<file path="src/rtl/core/ppp_pkg.sv">
// Shared types, constants and helper functions of the particle push core.
package ppp_pkg;

  localparam int MESH_CELLS_DEF = 128;
  localparam int CFG_IDX_W      = 3;
  localparam int MUL_W          = 33;
  localparam int PROD_W         = 2 * MUL_W;

  localparam logic [47:0] MAX48   = 48'hFFFF_FFFF_FFFF;
  localparam logic [16:0] ONE_Q16 = 17'h1_0000;

  typedef enum logic [CFG_IDX_W-1:0] {
    REG_PUSH_GAIN = 3'd0,
    REG_ROT_COS   = 3'd1,
    REG_ROT_SIN   = 3'd2,
    REG_INV_CELL  = 3'd3,
    REG_HALF_MASS = 3'd4
  } cfg_reg_t;

  typedef struct packed {
    logic signed [31:0] push_gain;
    logic signed [17:0] rot_cos;
    logic signed [17:0] rot_sin;
    logic [31:0]        inv_cell_width;
    logic [31:0]        half_mass;
  } cfg_t;

  typedef struct packed {
    logic signed [31:0] new_vel_x;
    logic signed [31:0] new_vel_y;
    logic [47:0]        energy_term;
    logic [47:0]        energy_total;
    logic               sweep_end;
  } res_t;

  typedef enum logic [4:0] {
    S_IDLE,
    S_MAP,
    S_CELL,
    S_RD0,
    S_RD1,
    S_INTERP,
    S_GAIN,
    S_HALF,
    S_ADD1,
    S_ROT1,
    S_ROT2,
    S_ROT3,
    S_ROT4,
    S_ROT5,
    S_VEL,
    S_DOTX,
    S_DOTSUM,
    S_ABS,
    S_ELO,
    S_EHI,
    S_TERM,
    S_FIN
  } seq_state_t;

  // Clamps a wide signed value to the 32-bit signed range.
  function automatic logic signed [31:0] sat32(input logic signed [PROD_W-1:0] v);
    logic signed [31:0] r;
    if ((&v[PROD_W-1:31]) || !(|v[PROD_W-1:31])) begin
      r = v[31:0];
    end else if (v[PROD_W-1]) begin
      r = 32'sh8000_0000;
    end else begin
      r = 32'sh7FFF_FFFF;
    end
    return r;
  endfunction

  // Clamps a 49-bit unsigned sum to 48 bits.
  function automatic logic [47:0] sat48(input logic [48:0] v);
    logic [47:0] r;
    r = v[48] ? MAX48 : v[47:0];
    return r;
  endfunction

endpackage

</file>
<file path="src/rtl/core/ppp_mul.sv">
// Shared signed multiplier with a registered product.
module ppp_mul
  import ppp_pkg::*;
(
  input  logic                     clk,
  input  logic signed [MUL_W-1:0]  a,
  input  logic signed [MUL_W-1:0]  b,
  output logic signed [PROD_W-1:0] p
);

  logic signed [PROD_W-1:0] p_r;

  always_ff @(posedge clk) begin
    p_r <= a * b;
  end

  assign p = p_r;

endmodule

</file>
<file path="config.mk">
export PLATFORM = sky130hd
export DESIGN_NAME = ppp_mul
export DESIGN_NICKNAME = d
export VERILOG_FILES = /design/src/rtl/core/ppp_pkg.sv /design/src/rtl/core/ppp_mul.sv
export SDC_FILE = /design/constraint.sdc
export NUM_CORES = 2
export LEC_CHECK = 0
export BUFFER_PORTS_ARGS = -buffer_cell sky130_fd_sc_hd__clkbuf_2
export CAP_MARGIN = 20
export CORE_MARGIN = 2
export CORE_UTILIZATION = 55
export CTS_BUF_LIST = sky130_fd_sc_hd__clkbuf_2 sky130_fd_sc_hd__clkbuf_4 sky130_fd_sc_hd__clkbuf_8
export CTS_CLUSTER_SIZE = 20
export DETAILED_ROUTE_END_ITERATION = 6
export GPL_ROUTABILITY_DRIVEN = 0
export PLACE_DENSITY = 0.72
export SYNTH_ARGS = -nofsm -noshare
export SYNTH_HDL_FRONTEND = slang
export SYNTH_SLANG_ARGS = --single-unit
</file>
<file path="constraint.sdc">
create_clock -name clk -period 10.05 [get_ports clk]
set_clock_uncertainty 0.05 [all_clocks]
set_input_delay 1.005 -clock clk [delete_from_list [all_inputs] [get_ports clk]]
set_output_delay 1.005 -clock clk [all_outputs]
set_load 0.02 [all_outputs]
</file>
==> results.py <==
metrics = {
    "outcome": {
        "status": "completed",
    },
    "finish": {
        "fin_area_sq_um": 42300,
        "drive_gt1_share_pct": 5.31,
        "syn2layout_area_growth_pct": 3.88,
        "nNetsFinal": 5734,
        "final_cells": 5270,
        "layout_commonest_cell": "fa_1",
        "most-common-layout-cells": "fa_1, inv_1, and2_1",
        "largest_reg_flops": 66,
    },
    "logic_synthesis": {
        "yosysUniqueCellTypes": 80,
        "synth_edf_count": 0,
        "synth-seq-cells": 66,
        "synth_ff_type": "dfxtp_1",
        "yosysWarningCount": 0,
        "seq_area_frac_synth_pct": 3.24,
        "syn_nets": 5767,
        "synth_area_per_cell_sq_um": 9.39,
        "syn_area_sq_um": 40700,
        "async_reset_ff_share_pct": 0,
        "syn-instance-count": 4338,
    },
    "die": {
        "die_x_um": 276,
        "fp.dieArea_sq_um": 76300,
        "fp.dieH_um": 276,
        "start_util_pct": 55.7,
        "pin_count": 133,
        "core_sq_um": 73100,
        "rows": 99,
    },
    "route": {
        "viasPerCell": 5.46,
        "route.detailed.drc": 0,
        "ant_nets": 0,
        "initialDrtViolationCount": 1809,
        "wl_per_cell_um": 20.1,
        "wl_um": 106000,
        "drtPass1Iterations": 5,
        "vias": 28800,
    },
    "place": {
        "placed_cell_area_sq_um": 42100,
        "place_inst": 5253,
        "dpl.hpwl_um": 89700,
        "portBuffers": 132,
    },
    "timing": {
        "fin_crit_sh_pct": 88.9,
        "period_needed_ns": 8.94,
        "fin_setup_tns_ns": 0,
        "tightestPinTransition_ns": 1.06,
        "fmax_mhz": 112,
        "slew_headroom_pct": 29.5,
        "hold_violations": 0,
        "setup_viol_count_final": 0,
        "rsz0062_at_grt": "false",
        "drv_slew": 0,
    },
    "grt": {
        "antenna_found_initial": 3,
        "grt_usage_pct": 29.5,
        "first_global_vias": 32300,
        "grt_max_degree": 34,
        "grt_pass1_wl_um": 174000,
        "grt_use_met3_pct": 3.23,
        "gr-max-usage-layer": "met2",
        "overflow": 0,
        "grtUsageMet2_pct": 51.8,
        "grt_use_met1_pct": 36.4,
    },
    "clock_network": {
        "ctsRootBufferMaster": "clkbuf_8",
        "cts_resized": 0,
        "numCtsBuffers": 9,
        "ctsLongestPathBuffers": 2,
        "post_cts_buffers": 0,
        "cts_tree": "done",
        "clkTransAtPathRegs_ns": 0.09,
        "cts_num_sinks": 66,
        "holdBufCountCts": 0,
        "htreeDepth": 3,
    },
    "critical_path": {
        "cp_max_fo": 33,
        "critPathLaunchType": "primary input",
        "crit_slowest_cell": "fa_1",
        "end_kind": "flip-flop",
        "required_ns": 10.33,
        "cp_num_cells": 22,
        "path_cells": "clkbuf_2, nand2_1, inv_1, fa_1, fa_1, inv_1, fa_1, inv_1, fa_1, fa_1, fa_1, fa_1, inv_1, fa_1, inv_1, ha_1, nand4_1, nor3_1, o311ai_4, nand3_2, a211oi_1, a311oi_1",
        "setup.worst_path.class": "in -> reg",
        "path_delay_family": "adder cells",
        "max_stage_delay_ns": 1.21,
        "arrival_ns": 9.21,
        "crit_top_cell": "fa_1",
        "worstPathBufferInverterCount": 6,
    },
    "flow_run": {
        "max-cap-violations": 0,
    },
    "hold_path": {
        "whs_path_depth": 2,
        "hold_class": "in -> reg",
    },
}
## through the flow
| stage | utilization (%) | hold slack [ns] | worst slack [ns] |
|---|---|---|---|
| 2_1_floorplan | - | 1.08 | 1.76 |
| 3_3_place_gp | 57.6 | 1.37 | 0.762 |
| 3_5_place_dp | 57.6 | 1.37 | 0.724 |
| 4_1_cts | 57.9 | 1.20 | 1.15 |
| 5_1_grt | 57.9 | 1.24 | 0.661 |
| 6_report | 57.9 | 1.28 | 1.11 |
## kinds of logic (layout without fill, tap and decap cells)
kind of cell / Yosys count / count (layout) / share of synthesized area [%]
compound gates: 219 / 219 / 4.07
xor+xnor: 68 / 68 / 1.46
fa+ha+maj: 1362 / 1362 / 62.9
buf+inv: 1352 / 1323 / 12.5
flops: 66 / 66 / 3.24
other cells: 0 / 2 / 0
simple gates: 1271 / 1271 / 15.8
## synthesized netlist by cell type, types with 8 or more instances
library cell	count	area, sq um
a21o_1	36	270
a21oi_1	57	285
a31oi_1	8	50.1
and2_1	562	3520
buf_2	11	55.1
clkbuf_1	208	781
dfxtp_1	66	1320
fa_1	1145	22900
ha_1	217	2720
inv_1	1131	4250
nand2_1	551	2070
nand2b_1	12	75.1
nand3_1	25	125
nand4_1	11	68.8
nor2_1	68	255
o21ai_0	25	125
o21bai_1	11	82.6
xnor2_1	43	377
xor2_1	25	219
## path summary, 6_finish.rpt
check / startpoint / endpoint / slack [ns]
max: a[32] / p[64] / 1.11
min: b[0] / p[0] / 1.28
## routing by layer
layer | part of all wire [%] | vias up | wire (um)
met5 | 0 | - | 0
met4 | 5.4 | 0 | 5710
met3 | 5.5 | 289 | 5870
met2 | 52 | 1059 | 55300
met1 | 37 | 15200 | 39000
li1 | - | 12200 | -
## cell type report
cell class                      instances  area, sq um
Inverter                             1131         4250
Clock inverter                          4         75.1
Sequential cell                        66         1320
Fill cell                            6458        30800
Tap cell                              959         1200
Clock buffer                           11          151
Multi-Input combinational cell       2920        34300
Antenna cell                            2         5.00
Timing Repair Buffer                  177          998
Power is not shown: default switching activity piles up to over one toggle a cycle in this logic, so the estimate is an artifact.
