===== config.mk =====
export PLATFORM = sky130hd
export DESIGN_NAME = ppp_seq
export DESIGN_NICKNAME = d
export VERILOG_FILES = /design/src/rtl/core/ppp_pkg.sv /design/src/rtl/core/ppp_seq.sv
export SDC_FILE = /design/constraint.sdc
export NUM_CORES = 2
export LEC_CHECK = 0
export ABC_CLOCK_PERIOD_IN_PS = 5900
export BUFFER_PORTS_ARGS = -buffer_cell sky130_fd_sc_hd__buf_4
export CAP_MARGIN = 10
export CORE_ASPECT_RATIO = 1.2
export CORE_UTILIZATION = 35
export CTS_CLUSTER_DIAMETER = 50
export DETAILED_ROUTE_END_ITERATION = 16
export GPL_TIMING_DRIVEN = 0
export RECOVER_POWER = 100
export SLEW_MARGIN = 5
export SYNTH_ARGS = -nofsm -noshare
export SYNTH_HDL_FRONTEND = slang
export SYNTH_SLANG_ARGS = --single-unit

===== constraint.sdc =====
create_clock -name clk -period 5.9 [get_ports clk]
set_clock_uncertainty 0.1 [all_clocks]
set_input_delay 0.295 -clock clk [delete_from_list [all_inputs] [get_ports clk]]
set_output_delay 0.295 -clock clk [all_outputs]
set_load 0.005 [all_outputs]

===== src/rtl/core/ppp_pkg.sv =====
// Shared types, constants and helper functions of the particle push core.
package ppp_pkg;

  localparam int MESH_CELLS_DEF = 128;
  localparam int CFG_IDX_W      = 3;
  localparam int MUL_W          = 33;
  localparam int PROD_W         = 2 * MUL_W;

  localparam logic [47:0] MAX48   = 48'hFFFF_FFFF_FFFF;
  localparam logic [16:0] ONE_Q16 = 17'h1_0000;

  typedef enum logic [CFG_IDX_W-1:0] {
    REG_PUSH_GAIN = 3'd0,
    REG_ROT_COS   = 3'd1,
    REG_ROT_SIN   = 3'd2,
    REG_INV_CELL  = 3'd3,
    REG_HALF_MASS = 3'd4
  } cfg_reg_t;

  typedef struct packed {
    logic signed [31:0] push_gain;
    logic signed [17:0] rot_cos;
    logic signed [17:0] rot_sin;
    logic [31:0]        inv_cell_width;
    logic [31:0]        half_mass;
  } cfg_t;

  typedef struct packed {
    logic signed [31:0] new_vel_x;
    logic signed [31:0] new_vel_y;
    logic [47:0]        energy_term;
    logic [47:0]        energy_total;
    logic               sweep_end;
  } res_t;

  typedef enum logic [4:0] {
    S_IDLE,
    S_MAP,
    S_CELL,
    S_RD0,
    S_RD1,
    S_INTERP,
    S_GAIN,
    S_HALF,
    S_ADD1,
    S_ROT1,
    S_ROT2,
    S_ROT3,
    S_ROT4,
    S_ROT5,
    S_VEL,
    S_DOTX,
    S_DOTSUM,
    S_ABS,
    S_ELO,
    S_EHI,
    S_TERM,
    S_FIN
  } seq_state_t;

  // Clamps a wide signed value to the 32-bit signed range.
  function automatic logic signed [31:0] sat32(input logic signed [PROD_W-1:0] v);
    logic signed [31:0] r;
    if ((&v[PROD_W-1:31]) || !(|v[PROD_W-1:31])) begin
      r = v[31:0];
    end else if (v[PROD_W-1]) begin
      r = 32'sh8000_0000;
    end else begin
      r = 32'sh7FFF_FFFF;
    end
    return r;
  endfunction

  // Clamps a 49-bit unsigned sum to 48 bits.
  function automatic logic [47:0] sat48(input logic [48:0] v);
    logic [47:0] r;
    r = v[48] ? MAX48 : v[47:0];
    return r;
  endfunction

endpackage


===== src/rtl/core/ppp_seq.sv =====
// Sequencer and datapath registers that step one particle through the shared multiplier.
module ppp_seq
  import ppp_pkg::*;
#(
  parameter int MESH_CELLS = MESH_CELLS_DEF
) (
  input  logic                             clk,
  input  logic                             rst_n,
  input  cfg_t                             cfg,
  input  logic                             in_valid,
  output logic                             in_ready,
  input  logic                             in_mode,
  input  logic [7:0]                       in_mesh_index,
  input  logic [31:0]                      in_position,
  input  logic signed [31:0]               in_vel_x,
  input  logic signed [31:0]               in_vel_y,
  input  logic                             in_last,
  output logic                             ram_we,
  output logic [$clog2(MESH_CELLS+1)-1:0]  ram_addr,
  input  logic signed [31:0]               ram_rdata,
  output logic signed [MUL_W-1:0]          mul_a,
  output logic signed [MUL_W-1:0]          mul_b,
  input  logic signed [PROD_W-1:0]         mul_p,
  input  logic                             out_free,
  output logic                             res_load,
  output res_t                             res
);

  localparam int AW = $clog2(MESH_CELLS + 1);
  localparam logic [AW-1:0] LAST_CELL = AW'(MESH_CELLS - 1);

  seq_state_t state_r, state_nxt;

  logic [31:0]        pos_r;
  logic signed [31:0] vx_r, vy_r;
  logic               last_r;
  logic [AW-1:0]      cell_r;
  logic [16:0]        frac_r;
  logic signed [31:0] e0_r, e_r, h_r, x1_r, y2_r, x2_r, nx_r;
  logic signed [50:0] acc_r;
  logic signed [48:0] dot_r;
  logic [47:0]        dabs_r, lo_r, term_r, sum_r;

  logic [31:0]         idx_ext;
  logic                idx_ok;
  logic [31:0]         cell_hi;
  logic                cell_over;
  logic [AW-1:0]       cell_sel;
  logic [16:0]         frac_sel;
  logic signed [32:0]  diff;
  logic signed [PROD_W-1:0] prod_sh;
  logic signed [50:0]  acc_sh;
  logic signed [32:0]  sum_xh, sum_x2h;
  logic signed [48:0]  dot_neg;
  logic [47:0]         hp;
  logic [47:0]         term_nxt;
  logic [47:0]         total;

  assign idx_ext   = 32'(in_mesh_index);
  assign idx_ok    = idx_ext <= 32'(MESH_CELLS);

  // A position past the last mesh point lands in the last cell with fraction one.
  assign cell_hi   = mul_p[63:32];
  assign cell_over = cell_hi >= 32'(MESH_CELLS);
  assign cell_sel  = cell_over ? LAST_CELL : cell_hi[AW-1:0];
  assign frac_sel  = cell_over ? ONE_Q16 : {1'b0, mul_p[31:16]};

  assign diff    = {ram_rdata[31], ram_rdata} - {e0_r[31], e0_r};
  assign prod_sh = mul_p >>> 16;
  assign acc_sh  = acc_r >>> 16;
  assign sum_xh  = {vx_r[31], vx_r} + {h_r[31], h_r};
  assign sum_x2h = {x2_r[31], x2_r} + {h_r[31], h_r};
  assign dot_neg = -dot_r;
  assign hp      = mul_p[47:0];

  // The high partial product alone already overflows 48 bits when it reaches 2^32.
  always_comb begin
    if (|hp[47:32]) begin
      term_nxt = MAX48;
    end else begin
      term_nxt = sat48({1'b0, lo_r} + {1'b0, hp[31:0], 16'h0000});
    end
  end

  assign total = sat48({1'b0, sum_r} + {1'b0, term_r});

  always_ff @(posedge clk) begin
    if (!rst_n) begin
      state_r <= S_IDLE;
    end else begin
      state_r <= state_nxt;
    end
  end

  always_comb begin
    state_nxt = state_r;
    in_ready  = 1'b0;
    ram_we    = 1'b0;
    ram_addr  = cell_r;
    mul_a     = '0;
    mul_b     = '0;
    res_load  = 1'b0;
    unique case (state_r)
      S_IDLE: begin
        in_ready = 1'b1;
        ram_addr = idx_ext[AW-1:0];
        if (in_valid) begin
          if (in_mode) begin
            state_nxt = S_MAP;
          end else begin
            ram_we = idx_ok;
          end
        end
      end
      S_MAP: begin
        mul_a     = {1'b0, pos_r};
        mul_b     = {1'b0, cfg.inv_cell_width};
        state_nxt = S_CELL;
      end
      S_CELL: begin
        ram_addr  = cell_sel;
        state_nxt = S_RD0;
      end
      S_RD0: begin
        ram_addr  = AW'(cell_r + 1'b1);
        state_nxt = S_RD1;
      end
      S_RD1: begin
        mul_a     = {16'h0000, frac_r};
        mul_b     = diff;
        state_nxt = S_INTERP;
      end
      S_INTERP: begin
        state_nxt = S_GAIN;
      end
      S_GAIN: begin
        mul_a     = {cfg.push_gain[31], cfg.push_gain};
        mul_b     = {e_r[31], e_r};
        state_nxt = S_HALF;
      end
      S_HALF: begin
        state_nxt = S_ADD1;
      end
      S_ADD1: begin
        mul_a     = {vy_r[31], vy_r};
        mul_b     = {{15{cfg.rot_cos[17]}}, cfg.rot_cos};
        state_nxt = S_ROT1;
      end
      S_ROT1: begin
        mul_a     = {x1_r[31], x1_r};
        mul_b     = {{15{cfg.rot_sin[17]}}, cfg.rot_sin};
        state_nxt = S_ROT2;
      end
      S_ROT2: begin
        mul_a     = {x1_r[31], x1_r};
        mul_b     = {{15{cfg.rot_cos[17]}}, cfg.rot_cos};
        state_nxt = S_ROT3;
      end
      S_ROT3: begin
        mul_a     = {vy_r[31], vy_r};
        mul_b     = {{15{cfg.rot_sin[17]}}, cfg.rot_sin};
        state_nxt = S_ROT4;
      end
      S_ROT4: begin
        mul_a     = {y2_r[31], y2_r};
        mul_b     = {vy_r[31], vy_r};
        state_nxt = S_ROT5;
      end
      S_ROT5: begin
        state_nxt = S_VEL;
      end
      S_VEL: begin
        state_nxt = S_DOTX;
      end
      S_DOTX: begin
        mul_a     = {nx_r[31], nx_r};
        mul_b     = {vx_r[31], vx_r};
        state_nxt = S_DOTSUM;
      end
      S_DOTSUM: begin
        state_nxt = S_ABS;
      end
      S_ABS: begin
        state_nxt = S_ELO;
      end
      S_ELO: begin
        mul_a     = {1'b0, cfg.half_mass};
        mul_b     = {1'b0, dabs_r[31:0]};
        state_nxt = S_EHI;
      end
      S_EHI: begin
        mul_a     = {1'b0, cfg.half_mass};
        mul_b     = {17'h0_0000, dabs_r[47:32]};
        state_nxt = S_TERM;
      end
      S_TERM: begin
        state_nxt = S_FIN;
      end
      S_FIN: begin
        if (out_free) begin
          res_load  = 1'b1;
          state_nxt = S_IDLE;
        end
      end
      default: begin
        state_nxt = S_IDLE;
      end
    endcase
  end

  always_ff @(posedge clk) begin
    case (state_r)
      S_IDLE: begin
        if (in_valid && in_mode) begin
          pos_r  <= in_position;
          vx_r   <= in_vel_x;
          vy_r   <= in_vel_y;
          last_r <= in_last;
        end
      end
      S_CELL: begin
        cell_r <= cell_sel;
        frac_r <= frac_sel;
      end
      S_RD0:    e0_r  <= ram_rdata;
      S_INTERP: e_r   <= e0_r + prod_sh[31:0];
      S_HALF:   h_r   <= sat32(prod_sh);
      S_ADD1:   x1_r  <= sat32(PROD_W'(sum_xh));
      S_ROT1:   acc_r <= mul_p[50:0];
      S_ROT2:   acc_r <= acc_r - mul_p[50:0];
      S_ROT3: begin
        y2_r  <= sat32(PROD_W'(acc_sh));
        acc_r <= mul_p[50:0];
      end
      S_ROT4:   acc_r <= acc_r + mul_p[50:0];
      S_ROT5: begin
        x2_r  <= sat32(PROD_W'(acc_sh));
        dot_r <= prod_sh[48:0];
      end
      S_VEL:    nx_r   <= sat32(PROD_W'(sum_x2h));
      S_DOTSUM: dot_r  <= dot_r + prod_sh[48:0];
      S_ABS:    dabs_r <= dot_r[48] ? dot_neg[47:0] : dot_r[47:0];
      S_EHI:    lo_r   <= mul_p[63:16];
      S_TERM:   term_r <= term_nxt;
      default: begin
      end
    endcase
  end

  // The running energy sum restarts from zero after the last particle of a sweep.
  always_ff @(posedge clk) begin
    if (!rst_n) begin
      sum_r <= '0;
    end else if (res_load) begin
      sum_r <= last_r ? '0 : total;
    end
  end

  assign res.new_vel_x    = nx_r;
  assign res.new_vel_y    = y2_r;
  assign res.energy_term  = term_r;
  assign res.energy_total = total;
  assign res.sweep_end    = last_r;

endmodule


==> flow_summary.rst <==
.. list-table::
   :header-rows: 1

   * - Metric
     - Value
   * - Violated checks
     - capacitance limit, slew limit
   * - DR iter-0 viols
     - 4997
   * - Final RePlAce weighted congestion
     - 1.02
   * - Pin slew with the least headroom to its limit
     - 2760 ps
   * - Die Height
     - 386 um
   * - Most common flop cell mapped by yosys
     - edfxtp_1
   * - Number of endpoints with negative hold slack in the final report
     - 0
   * - I/O pin cnt
     - 578
   * - Number of H-tree branching levels
     - 3
   * - Post-synthesis to final-layout area growth
     - 26.3%
   * - Hold slack
     - 90.7 ps
   * - Number of antenna violations at the first check in global routing
     - 19
   * - Global-route wire length before repair
     - 277000 um
   * - Die width
     - 322 um
   * - Placeable Area
     - 122000 um2
   * - DRC violations left
     - 0
   * - Data arrival time at the worst-slack endpoint
     - 6190 ps
   * - Sequential cell area
     - 18800 um2
   * - Fraction of synthesis flops using an asynchronous set or reset pin
     - 0%
   * - Number of clock sinks seen by CTS
     - 643
   * - Maximum ir drop on the vdd rail
     - 0.259 mV
   * - Maximum single-stage delay on the critical path
     - 750 ps
   * - RSZ-0062 raised after global routing
     - no
   * - Clock buffer count from CTS
     - 90
   * - Clock tree from TritonCTS
     - done
   * - Period minus WS final
     - 5840 ps
   * - Type of the worst setup path
     - in2reg
   * - Die area
     - 125000 um2
   * - Clock root buffer master
     - clkbuf_16
   * - Footprint of the multi-input gates
     - 23100 um2
   * - Number of max-slew violations in the final report
     - 308
   * - Post-Synthesis Cell Area
     - 43100 um2
   * - Total number of placement rows
     - 140
   * - Number of cells produced by synthesis
     - 4422
   * - Required time of the critical path
     - 6250 ps
   * - Result of the run
     - finished with violations
   * - Bufs on Longest Clock Path
     - 3
   * - Number of detailed-route iterations in the first pass
     - 9
   * - Placed wire-length estimate after detailed placement
     - 157000 um
   * - Detailed-route vias per instance
     - 5.87
   * - Slowest library cell on the worst path
     - or4_1
   * - Initial cell density of the core
     - 35.4%
   * - Worst-Skew Late Latency
     - 730 ps
   * - Cell breakdown of the critical path
     - dlygate4sd3_1 -> clkbuf_1 -> or4_1 -> or2_2 -> nand2b_1 -> or4_1 -> o21ai_0 -> xnor2_1 -> ha_1 -> clkbuf_1 -> a21o_1 -> a21o_1 -> nand3_1 -> a21oi_1 -> a2111oi_0 -> nand2_1 -> a31oi_1 -> xnor2_1 -> nor2_1 -> xor2_1
   * - Yosys synthesis warning count
     - 0
   * - Via count of the first global-routing pass
     - 38.9k
   * - Layout filler cell count
     - 11.8k
   * - Clock input transition at the sequential cells of the worst setup and hold paths
     - 60 ps
   * - Detailed-route via count
     - 41.4k
   * - Count of input and output buffers
     - 577
   * - Number of synthesized flops with an enable pin
     - 590
   * - Static leakage
     - 0.0214 uW
   * - Share of synthesized area occupied by flip-flops and latches
     - 43.6%
   * - Synthesized net count
     - 5079
   * - Worst rel slew slack
     - -84.0%
   * - Detail Route Antenna Nets
     - 0
   * - Period utilization
     - 99.0%
   * - Final setup violation count
     - 0
   * - Post-detailed-placement cell area
     - 50000 um2
   * - Largest net degree at the start of global routing
     - 62
   * - Power density normalized to cell area
     - 317 nW/um2
   * - Final instance area
     - 54400 um2
   * - Most frequent standard cell in the layout excluding fill and tap cells
     - edfxtp_1
   * - Category of the worst setup path launch point
     - input pin
   * - Remaining global-route overflow
     - 0
   * - Most used cells in the layout excluding fill and tap cells
     - 590 x edfxtp_1, 472 x nand2_1, 409 x a21oi_1
   * - Peak fanout along the critical path
     - 9
   * - Post-layout net count
     - 5977
   * - Achievable clock frequency
     - 0.171 GHz
   * - Crit path max-delay family
     - simple AND/OR/NAND/NOR gates
   * - Wirelength, routed
     - 200000 um
   * - Max-Cap Viols
     - 14
   * - GRT Overall Usage
     - 31.2%
   * - CP bufs+invs
     - 3
   * - Average size of a mapped cell
     - 9.75 um2
   * - Layout cells sized above 1
     - 12.6%
   * - Class of the tightest hold or removal check
     - in2reg
   * - Flip-flop and latch count after synthesis
     - 643
   * - Critical path capture point type
     - flop
   * - Number of distinct library cells after synthesis
     - 86
   * - Wirelength per Cell
     - 28.3 um
==> flip-flops by register name, summed over array words and instances (netlist names), 17 cells and up <==
name	cells
acc_r	51
dabs_r	48
dot_r	49
e0_r	32
e_r	32
frac_r	17
h_r	32
lo_r	48
nx_r	32
pos_r	32
sum_r	48
term_r	48
vx_r	32
vy_r	32
x1_r	32
x2_r	32
y2_r	32
==> worst reg2reg max path, cell delays in order, from the launching register on <==
cell	delay [ps]
dfxtp_1	630
nand2_1	260
nor3_4	310
clkbuf_4	370
buf_4	420
a21oi_1	100
xor2_1	330
ha_1	340
a21oi_1	290
o21a_1	220
o211ai_1	100
a211oi_1	290
a31oi_2	120
a31oi_1	450
o21ai_1	210
a41oi_1	430
o21ai_0	180
xnor2_1	200
o21ai_0	90
==> what timing repair did <==
item                                    4_1_cts  5_1_grt
hold buffers                                197        0
gates resized for setup                      22       15
endpoints found under the setup margin       50        8
setup buffers                                 0        1
pin swaps                                     0        3
hold endpoints to repair                    226        0
==> power by group <==
part / switching, uW / total, uW / internal (uW)
sequential: 369 / 5890 / 5520
combinational: 3640 / 5590 / 1950
clock: 2410 / 5770 / 3350
total: 6420 / 17200 / 10800
==> per-stage QoR <==
step	util (%)	power (uW)	std cells	setup TNS [ps]	setup WS, ps
2_1_floorplan	-	8700	4422	0	430
3_3_place_gp	40.7	11400	6632	-551440	-3490
3_5_place_dp	41.1	11400	6665	-22110	-1650
4_1_cts	45.3	17300	7031	0	6.83
5_1_grt	44.7	17800	7039	0	8.35
6_report	44.7	17200	7043	0	61.5
==> kinds of logic after synthesis <==
kind of cell,after synthesis,share of synthesized area (%)
buffers and inverters,350,3.07
and+or+nand+nor,1235,13.6
DFF,643,43.6
xor gates and xnor gates,368,7.48
adders and majority gates,323,9.48
other,1,0.00870
muxes,14,0.342
AOI/OAI and AO/OA,1488,22.4
==> final cells by class <==
| cell class | instances | area share [%] |
|---|---|---|
| inverters | 132 | 0.915 |
| repair buffers | 809 | 11.1 |
| well taps | 1633 | 3.75 |
| multi-input cells | 3429 | 42.4 |
| plain buffers | 215 | 1.54 |
| diodes | 12 | 0.0552 |
| flip-flops and latches | 643 | 34.5 |
| clock buffers | 104 | 4.35 |
| clock inverters | 66 | 1.41 |
==> Yosys cell counts (79+ instances only) <==
cell type  number  area share (%)
a21o_1        188             3.3
a21oi_1       409             4.7
a22oi_1        81             1.4
clkbuf_1      205             1.8
edfxtp_1      590              41
ha_1          309             9.0
inv_1         130             1.1
nand2_1       472             4.1
nand3_1        79            0.92
nor2_1        251             2.2
o21ai_0       321             3.7
xnor2_1       228             4.6
xor2_1        140             2.8
==> routing by layer <==
layer  part of all wire, %  GRT usage [%]
met3                   9.7           5.84
met2                    45           49.0
met5                 0.026              0
met4                   5.5           15.5
met1                    40           40.7
==> path summary, 6_finish.rpt <==
| check | start | to | slack [ps] | cells after the start |
|---|---|---|---|---|
| setup reg to reg | state_r[2]$_SDFFE_PN0P_ | acc_r[46]$_DFFE_PP_ | 210 | 18 |
| hold reg to reg | sum_r[47]$_SDFFE_PN0P_ | sum_r[47]$_SDFFE_PN0P_ | 370 | 2 |
| hold / removal | mul_p[7] | term_r[23]$_SDFFCE_PP1P_ | 90 | 4 |
| setup / recovery | mul_p[35] | acc_r[50]$_DFFE_PP_ | 60 | 20 |
No activity file was read; power rests on OpenSTA's default activity.
